### config.mk
export PLATFORM = sky130hd
export DESIGN_NAME = substring_first_match
export DESIGN_NICKNAME = d
export VERILOG_FILES = /design/src/sfm_pkg.sv /design/src/sfm_in_stage.sv /design/src/sfm_matcher.sv /design/src/sfm_out_stage.sv /design/src/substring_first_match.sv
export SDC_FILE = /design/constraint.sdc
export NUM_CORES = 1
export LEC_CHECK = 0
export ABC_AREA = 1
export BUFFER_PORTS_ARGS = -buffer_cell sky130_fd_sc_hd__buf_2
export CAP_MARGIN = 10
export CELL_PAD_IN_SITES_DETAIL_PLACEMENT = 1
export CELL_PAD_IN_SITES_GLOBAL_PLACEMENT = 2
export CORE_MARGIN = 2
export CORE_UTILIZATION = 47
export DETAILED_ROUTE_END_ITERATION = 8
export HOLD_SLACK_MARGIN = 0.1
export PLACE_DENSITY_LB_ADDON = 0.1
export SKIP_CTS_REPAIR_TIMING = 1
export SYNTH_ARGS = -nofsm -noshare
export SYNTH_HDL_FRONTEND = slang
export SYNTH_SLANG_ARGS = --single-unit
export TNS_END_PERCENT = 100
### constraint.sdc
create_clock -name clock -period 26.7 [get_ports clock]
set_clock_uncertainty 0.2 [all_clocks]
set_input_delay 2.67 -clock clock [delete_from_list [all_inputs] [get_ports clock]]
set_output_delay 2.67 -clock clock [all_outputs]
set_load 0.02 [all_outputs]
### src/sfm_pkg.sv
// ----------------------------------------------------------------------------
// sfm_pkg
// Types and constants shared by the substring first-match search block.
// ----------------------------------------------------------------------------
package sfm_pkg;

   localparam int unsigned BYTE_W  = 8;
   localparam int unsigned MODE_W  = 2;
   localparam int unsigned INDEX_W = 8;

   typedef enum logic [MODE_W-1:0] {
      MODE_CLEAR  = 2'd0,
      MODE_APPEND = 2'd1,
      MODE_TEXT   = 2'd2,
      MODE_END    = 2'd3
   } mode_type;

   typedef struct packed {
      mode_type          mode;
      logic [BYTE_W-1:0] byte_value;
   } item_type;

   typedef struct packed {
      logic               found;
      logic [INDEX_W-1:0] match_index;
      logic               pattern_overflow;
      logic               text_overflow;
   } result_type;

endpackage

### src/sfm_in_stage.sv
// ----------------------------------------------------------------------------
// sfm_in_stage
// Input register. Holds one accepted item until the matcher consumes it.
// ----------------------------------------------------------------------------
module sfm_in_stage (
   input  logic              clock,
   input  logic              reset,
   input  logic              req_valid,
   output logic              req_ready,
   input  sfm_pkg::item_type req_item,
   input  logic              consume,
   output logic              item_valid,
   output sfm_pkg::item_type item
);

   logic              valid_ff;
   logic              valid_in;
   sfm_pkg::item_type item_ff;
   logic              load;

   assign req_ready = !valid_ff || consume;
   assign load      = req_valid && req_ready;

   always_comb begin
      if (load) begin
         valid_in = 1'b1;
      end else if (consume) begin
         valid_in = 1'b0;
      end else begin
         valid_in = valid_ff;
      end
   end

   always_ff @(posedge clock) begin
      if (reset) begin
         valid_ff <= 1'b0;
      end else begin
         valid_ff <= valid_in;
      end
   end

   always_ff @(posedge clock) begin
      if (load) begin
         item_ff <= req_item;
      end
   end

   assign item_valid = valid_ff;
   assign item       = item_ff;

endmodule

### src/sfm_matcher.sv
// ----------------------------------------------------------------------------
// sfm_matcher
// Pattern and text window registers with a parallel window compare. Each
// consumed item updates the search state; an end-of-text item also produces
// the result.
// ----------------------------------------------------------------------------
module sfm_matcher #(
   parameter int unsigned PATTERN_MAX = 16,
   parameter int unsigned TEXT_MAX    = 256
) (
   input  logic                clock,
   input  logic                reset,
   input  logic                consume,
   input  sfm_pkg::item_type   item,
   output logic                result_valid,
   output sfm_pkg::result_type result
);

   localparam int unsigned LW  = $clog2(PATTERN_MAX + 1);
   localparam int unsigned PW  = $clog2(TEXT_MAX + 1);
   localparam int unsigned DW0 = (PW > LW) ? PW : LW;
   localparam int unsigned DW  = (DW0 > sfm_pkg::INDEX_W) ? DW0 : sfm_pkg::INDEX_W;

   // The pattern is held newest byte first, so entry j lines up with window tap j.
   logic [sfm_pkg::BYTE_W-1:0]  pat_ff [PATTERN_MAX];
   logic [sfm_pkg::BYTE_W-1:0]  win_ff [PATTERN_MAX];
   logic [sfm_pkg::BYTE_W-1:0]  win_new [PATTERN_MAX];
   logic [LW-1:0]               len_ff;
   logic [LW-1:0]               len_in;
   logic [PW-1:0]               pos_ff;
   logic [PW-1:0]               pos_in;
   logic [PW-1:0]               pos_new;
   logic                        seen_ff;
   logic                        seen_in;
   logic [sfm_pkg::INDEX_W-1:0] first_ff;
   logic [sfm_pkg::INDEX_W-1:0] first_in;
   logic                        pov_ff;
   logic                        pov_in;
   logic                        tov_ff;
   logic                        tov_in;
   logic [PATTERN_MAX-1:0]      tap_ok;
   logic                        window_hit;
   logic [DW-1:0]               start_pos;
   logic                        pat_shift;
   logic                        win_shift;
   logic                        text_full;
   logic                        pat_full;

   assign text_full = (pos_ff == PW'(TEXT_MAX));
   assign pat_full  = (len_ff == LW'(PATTERN_MAX));
   assign pos_new   = pos_ff + PW'(1);
   assign start_pos = DW'(pos_new) - DW'(len_ff);

   always_comb begin
      win_new[0] = item.byte_value;
      for (int j = 1; j < PATTERN_MAX; j++) begin
         win_new[j] = win_ff[j-1];
      end
      for (int j = 0; j < PATTERN_MAX; j++) begin
         tap_ok[j] = (LW'(j) >= len_ff) || (win_new[j] == pat_ff[j]);
      end
      window_hit = (&tap_ok) && (len_ff != '0) && (DW'(pos_new) >= DW'(len_ff));
   end

   always_comb begin
      len_in    = len_ff;
      pos_in    = pos_ff;
      seen_in   = seen_ff;
      first_in  = first_ff;
      pov_in    = pov_ff;
      tov_in    = tov_ff;
      pat_shift = 1'b0;
      win_shift = 1'b0;
      if (consume) begin
         case (item.mode)
            sfm_pkg::MODE_CLEAR: begin
               len_in   = '0;
               pov_in   = 1'b0;
               pos_in   = '0;
               seen_in  = 1'b0;
               first_in = '0;
               tov_in   = 1'b0;
            end
            sfm_pkg::MODE_APPEND: begin
               if (pat_full) begin
                  pov_in = 1'b1;
               end else begin
                  pat_shift = 1'b1;
                  len_in    = len_ff + LW'(1);
               end
               pos_in   = '0;
               seen_in  = 1'b0;
               first_in = '0;
               tov_in   = 1'b0;
            end
            sfm_pkg::MODE_TEXT: begin
               if (text_full) begin
                  tov_in = 1'b1;
               end else begin
                  win_shift = 1'b1;
                  pos_in    = pos_new;
                  if (!seen_ff && window_hit) begin
                     seen_in  = 1'b1;
                     first_in = start_pos[sfm_pkg::INDEX_W-1:0];
                  end
               end
            end
            sfm_pkg::MODE_END: begin
               pos_in   = '0;
               seen_in  = 1'b0;
               first_in = '0;
               tov_in   = 1'b0;
            end
            default: begin
               len_in = len_ff;
            end
         endcase
      end
   end

   always_ff @(posedge clock) begin
      if (reset) begin
         len_ff   <= '0;
         pos_ff   <= '0;
         seen_ff  <= 1'b0;
         first_ff <= '0;
         pov_ff   <= 1'b0;
         tov_ff   <= 1'b0;
      end else begin
         len_ff   <= len_in;
         pos_ff   <= pos_in;
         seen_ff  <= seen_in;
         first_ff <= first_in;
         pov_ff   <= pov_in;
         tov_ff   <= tov_in;
      end
   end

   always_ff @(posedge clock) begin
      if (pat_shift) begin
         pat_ff[0] <= item.byte_value;
         for (int j = 1; j < PATTERN_MAX; j++) begin
            pat_ff[j] <= pat_ff[j-1];
         end
      end
      if (win_shift) begin
         for (int j = 0; j < PATTERN_MAX; j++) begin
            win_ff[j] <= win_new[j];
         end
      end
   end

   assign result_valid            = consume && (item.mode == sfm_pkg::MODE_END);
   assign result.found            = (len_ff == '0) || seen_ff;
   assign result.match_index      = seen_ff ? first_ff : '0;
   assign result.pattern_overflow = pov_ff;
   assign result.text_overflow    = tov_ff;

endmodule

### src/sfm_out_stage.sv
// ----------------------------------------------------------------------------
// sfm_out_stage
// Result register. Holds one result until the downstream side takes it.
// ----------------------------------------------------------------------------
module sfm_out_stage (
   input  logic                clock,
   input  logic                reset,
   input  logic                load,
   input  sfm_pkg::result_type result,
   output logic                rsp_valid,
   input  logic                rsp_ready,
   output sfm_pkg::result_type rsp_result
);

   logic                valid_ff;
   logic                valid_in;
   sfm_pkg::result_type result_ff;

   always_comb begin
      if (load) begin
         valid_in = 1'b1;
      end else if (rsp_ready) begin
         valid_in = 1'b0;
      end else begin
         valid_in = valid_ff;
      end
   end

   always_ff @(posedge clock) begin
      if (reset) begin
         valid_ff <= 1'b0;
      end else begin
         valid_ff <= valid_in;
      end
   end

   always_ff @(posedge clock) begin
      if (load) begin
         result_ff <= result;
      end
   end

   assign rsp_valid  = valid_ff;
   assign rsp_result = result_ff;

endmodule

### src/substring_first_match.sv
// ----------------------------------------------------------------------------
// substring_first_match
// Finds the first position of a loaded byte pattern in a streamed byte text.
//
//   Channel  Direction  Ports                       Carries
//   req      in         req_valid/ready, mode,byte  pattern or text commands
//   rsp      out        rsp_valid/ready, 4 fields   one result per end of text
//
// One item is accepted every cycle unless an end-of-text item is held by a
// stalled result; the window compare and state update sit between the input register and the result register.
// A result is loaded into the result register as its end-of-text item is consumed.
// Reset clears the pattern length, text position and flags; no sweep is needed.
// An end-of-text item waits in the input register while a result is stalled,
// and the input stalls behind it; items of the other modes never wait on the
// result side.
// ----------------------------------------------------------------------------
module substring_first_match #(
   parameter int unsigned PATTERN_MAX = 16,
   parameter int unsigned TEXT_MAX    = 256
) (
   input  logic       clock,
   input  logic       reset,
   input  logic       req_valid,
   output logic       req_ready,
   input  logic [1:0] req_mode,
   input  logic [7:0] req_byte_value,
   output logic       rsp_valid,
   input  logic       rsp_ready,
   output logic       rsp_found,
   output logic [7:0] rsp_match_index,
   output logic       rsp_pattern_overflow,
   output logic       rsp_text_overflow
);

   sfm_pkg::item_type   req_item;
   sfm_pkg::item_type   item;
   sfm_pkg::result_type result;
   sfm_pkg::result_type rsp_result;
   logic                item_valid;
   logic                consume;
   logic                result_valid;

   assign req_item.mode       = sfm_pkg::mode_type'(req_mode);
   assign req_item.byte_value = req_byte_value;

   assign consume = item_valid &&
                    ((item.mode != sfm_pkg::MODE_END) || !rsp_valid || rsp_ready);

   sfm_in_stage u_in_stage (
      .clock      (clock),
      .reset      (reset),
      .req_valid  (req_valid),
      .req_ready  (req_ready),
      .req_item   (req_item),
      .consume    (consume),
      .item_valid (item_valid),
      .item       (item)
   );

   sfm_matcher #(
      .PATTERN_MAX (PATTERN_MAX),
      .TEXT_MAX    (TEXT_MAX)
   ) u_matcher (
      .clock        (clock),
      .reset        (reset),
      .consume      (consume),
      .item         (item),
      .result_valid (result_valid),
      .result       (result)
   );

   sfm_out_stage u_out_stage (
      .clock      (clock),
      .reset      (reset),
      .load       (result_valid),
      .result     (result),
      .rsp_valid  (rsp_valid),
      .rsp_ready  (rsp_ready),
      .rsp_result (rsp_result)
   );

   assign rsp_found            = rsp_result.found;
   assign rsp_match_index      = rsp_result.match_index;
   assign rsp_pattern_overflow = rsp_result.pattern_overflow;
   assign rsp_text_overflow    = rsp_result.text_overflow;

   a_end_held: assert property (@(posedge clock) disable iff (reset)
      (item_valid && item.mode == sfm_pkg::MODE_END && rsp_valid && !rsp_ready)
      |=> item_valid)
      else $error("End-of-text item dropped while the result was stalled.");

   a_result_from_end: assert property (@(posedge clock) disable iff (reset)
      result_valid |-> (item_valid && item.mode == sfm_pkg::MODE_END))
      else $error("Result produced by an item that is not end of text.");

   a_index_zero: assert property (@(posedge clock) disable iff (reset)
      rsp_valid |-> (rsp_found || rsp_match_index == '0))
      else $error("Nonzero match index on a not-found result.");

   a_empty_ready: assert property (@(posedge clock) disable iff (reset)
      !item_valid |-> req_ready)
      else $error("Input not ready with an empty input register.");

endmodule

==> flow_summary.ini <==
[run_status]
outcome = finished, final reports clean

[sta]
fmax_mhz = 164.7
setup_violations = 0
rsz0062_at_grt = no
period_minus_slack_ns = 6.073
final.setup.tns_ns = 0
slew_headroom_pct = 29.34
worst_pin_slew_ns = 1.060
drv_slew = 0
finalHoldViolations = 0
period_share_pct = 22.74

[cts]
clk_path_buf_depth = 3
clkLatencyLatePin_ns = 0.56
cts_tree = yes
root_buffer = clkbuf_16
numCtsBuffers = 31
clock-sinks = 296
clk_pin_slew_ns = 0.06
htree_num_levels = 1

[drt]
detail-route-antenna-nets = 0
drtIter0Drc = 315
drc = 0
wirelength_microns = 20780
routedWlPerCell_microns = 15.27
vias = 6517
viasPerCell = 4.788
dr.pass1.iters = 6

[setup_path]
cp_common_cell = buf_2
crit_arrival_ns = 3.20
crit_path_end_kind = output pin
worstPathCellList = buf_2 > nor2_1 > nand2_1 > buf_2
max_stage_delay_ns = 0.17
path_max_fanout = 3
worstPathRequired_ns = 23.83
worst-path-buf-inv = 2
timing.setup.critical_path_class = in -> out
critPathLaunchType = input port
path_delay_family = buffers and inverters
slowest_stage = buf_2

[layout]
area_growth_pct = 12.80
drive_gt1_share_pct = 10.28
final_common_cell = edfxtp_1
layout_common_cells = 269 x edfxtp_1, 244 x nand2_1, 107 x inv_1
finalNonFillerCells = 1361
design_area_sq_um = 13500
n_antenna_cell = 0
utilization_pct = 53.78
finish.net_count = 1033

[placement]
dp.cells = 1304
numPortBuffers = 26
dp_hpwl_microns = 14090
post_dp_cell_area_sq_um = 12520
gp_congestion = 0.7357

[yosys]
synth-seq-cells = 296
seq_area_frac_synth_pct = 71.99
ys_types = 33
syn_inst = 951
postSynthAreaPerCell_sq_um = 12.59
netlist_area_sq_um = 11970
yosys_warnings = 0
syn_nets = 977

[grt]
grt_overflow = 0
grt_max_degree = 78
globalRouteTotalUtil_pct = 16.39
grt_pass1_vias = 6968
grt_first_pass_wirelength_microns = 34380
antenna_found_initial = 0

[floorplan]
fp.dieW_microns = 163.6
die_h_microns = 163.6
ioPinCount = 27
die_area_sq_um = 26760
start_util_pct = 47.68
fp.coreArea_sq_um = 25110
row_count = 58

[power_and_ir_drop]
powerDensity_nw_per_um2 = 70.38
ir_worst_vdd_uv = 53.37
p_leak_nw = 5.034
total_power_mw = 0.9504

[job]
cap_viol_max_count = 0

[min_path]
hold_path_class = reg -> reg
-- worst register-to-register path, stage by stage (launching register included) --
cell      delay (ns)
edfxtp_1        0.47
nor2_1          0.71
nand3_1         0.27
inv_4           0.60
buf_4           0.94
-- synthesized netlist by cell type --
master / count / area (sq um)
o21ai_1: 3 / 15.01
xnor2_1: 99 / 867.1
nor2_1: 61 / 229.0
nor3_2: 2 / 20.02
or2_2: 2 / 12.51
nand3b_1: 1 / 7.510
nor3_1: 6 / 30.03
xor2_1: 6 / 52.55
nand4_1: 6 / 37.54
clkbuf_1: 3 / 11.26
buf_2: 2 / 10.01
edfxtp_1: 269 / 8078
clkinv_1: 1 / 3.750
nand3_1: 31 / 155.2
buf_4: 1 / 7.510
a21oi_4: 1 / 16.27
o21bai_1: 1 / 7.510
nand2_1: 244 / 915.9
nor2_2: 5 / 31.28
a211oi_1: 3 / 22.52
inv_2: 6 / 22.52
ha_1: 11 / 137.6
nor2_4: 3 / 33.78
o21ai_0: 10 / 50.05
nand3_2: 5 / 50.05
inv_1: 107 / 401.6
fa_1: 1 / 20.02
nand2_2: 6 / 37.54
o211a_1: 1 / 10.01
nor4_1: 1 / 6.260
a21oi_1: 25 / 125.1
a31oi_1: 1 / 6.260
dfxtp_1: 27 / 540.5
-- logic make-up after synthesis --
family,Yosys count,share of synthesized area [%]
and+or+nand+nor,373,13.09
DFF,296,71.99
buffers and inverters,120,3.815
xor gates and xnor gates,105,7.682
AOI/OAI and AO/OA,45,2.111
adders and majority gates,12,1.317
-- sequential cells by signal (all words and copies together) (netlist names), 5 cells and up --
signal / flops
u_matcher.first_ff: 8
u_matcher.win_ff: 120
u_matcher.pos_ff: 9
u_matcher.len_ff: 5
u_out_stage.rsp_result: 11
u_matcher.pat_ff: 128
u_in_stage.item: 10
-- layer usage --
metal | wire length, microns | share of wire (%) | track usage (%)
met2 | 10820 | 52 | 30.23
met5 | 0 | 0 | 0
met1 | 9019 | 43 | 20.15
met4 | 375 | 1.8 | 3.987
met3 | 567 | 2.7 | 2.539
-- metrics by stage --
stage | hold WS [ns] | setup slack, ns
4_1_cts | 0.2477 | 20.62
3_5_place_dp | 0.2224 | 20.62
6_report | 0.2423 | 20.63
2_1_floorplan | 0.2088 | 10.58
3_3_place_gp | 0.2183 | 20.62
5_1_grt | 0.2550 | 20.58
-- cell type report --
cell class | count | area, sq um
clock buffers | 39 | 825.8
inverters | 114 | 430.4
fillers | 2593 | 11600
clock inverters | 18 | 161.4
multi-input cells | 535 | 2903
flip-flops and latches | 296 | 8618
repair buffers | 29 | 152.6
well taps | 330 | 412.9
-- power breakdown --
group / switching [mW] / internal, mW
Combinational: 0.0148 / 0.00776
Sequential: 0.00537 / 0.510
Clock: 0.173 / 0.239
-- final timing paths --
| kind | startpoint | end | slack [ns] | cells after the start |
|---|---|---|---|---|
| max | rsp_ready | req_ready | 20.63 | 4 |
| min | u_matcher.tov_ff | u_out_stage.rsp_result[0] | 0.24 | 0 |
| max reg2reg | u_in_stage.item[8] | u_matcher.win_ff[1][7] | 23.09 | 4 |
| min reg2reg | u_matcher.tov_ff | u_out_stage.rsp_result[0] | 0.24 | 0 |
Power figures use the tool's default switching activity.
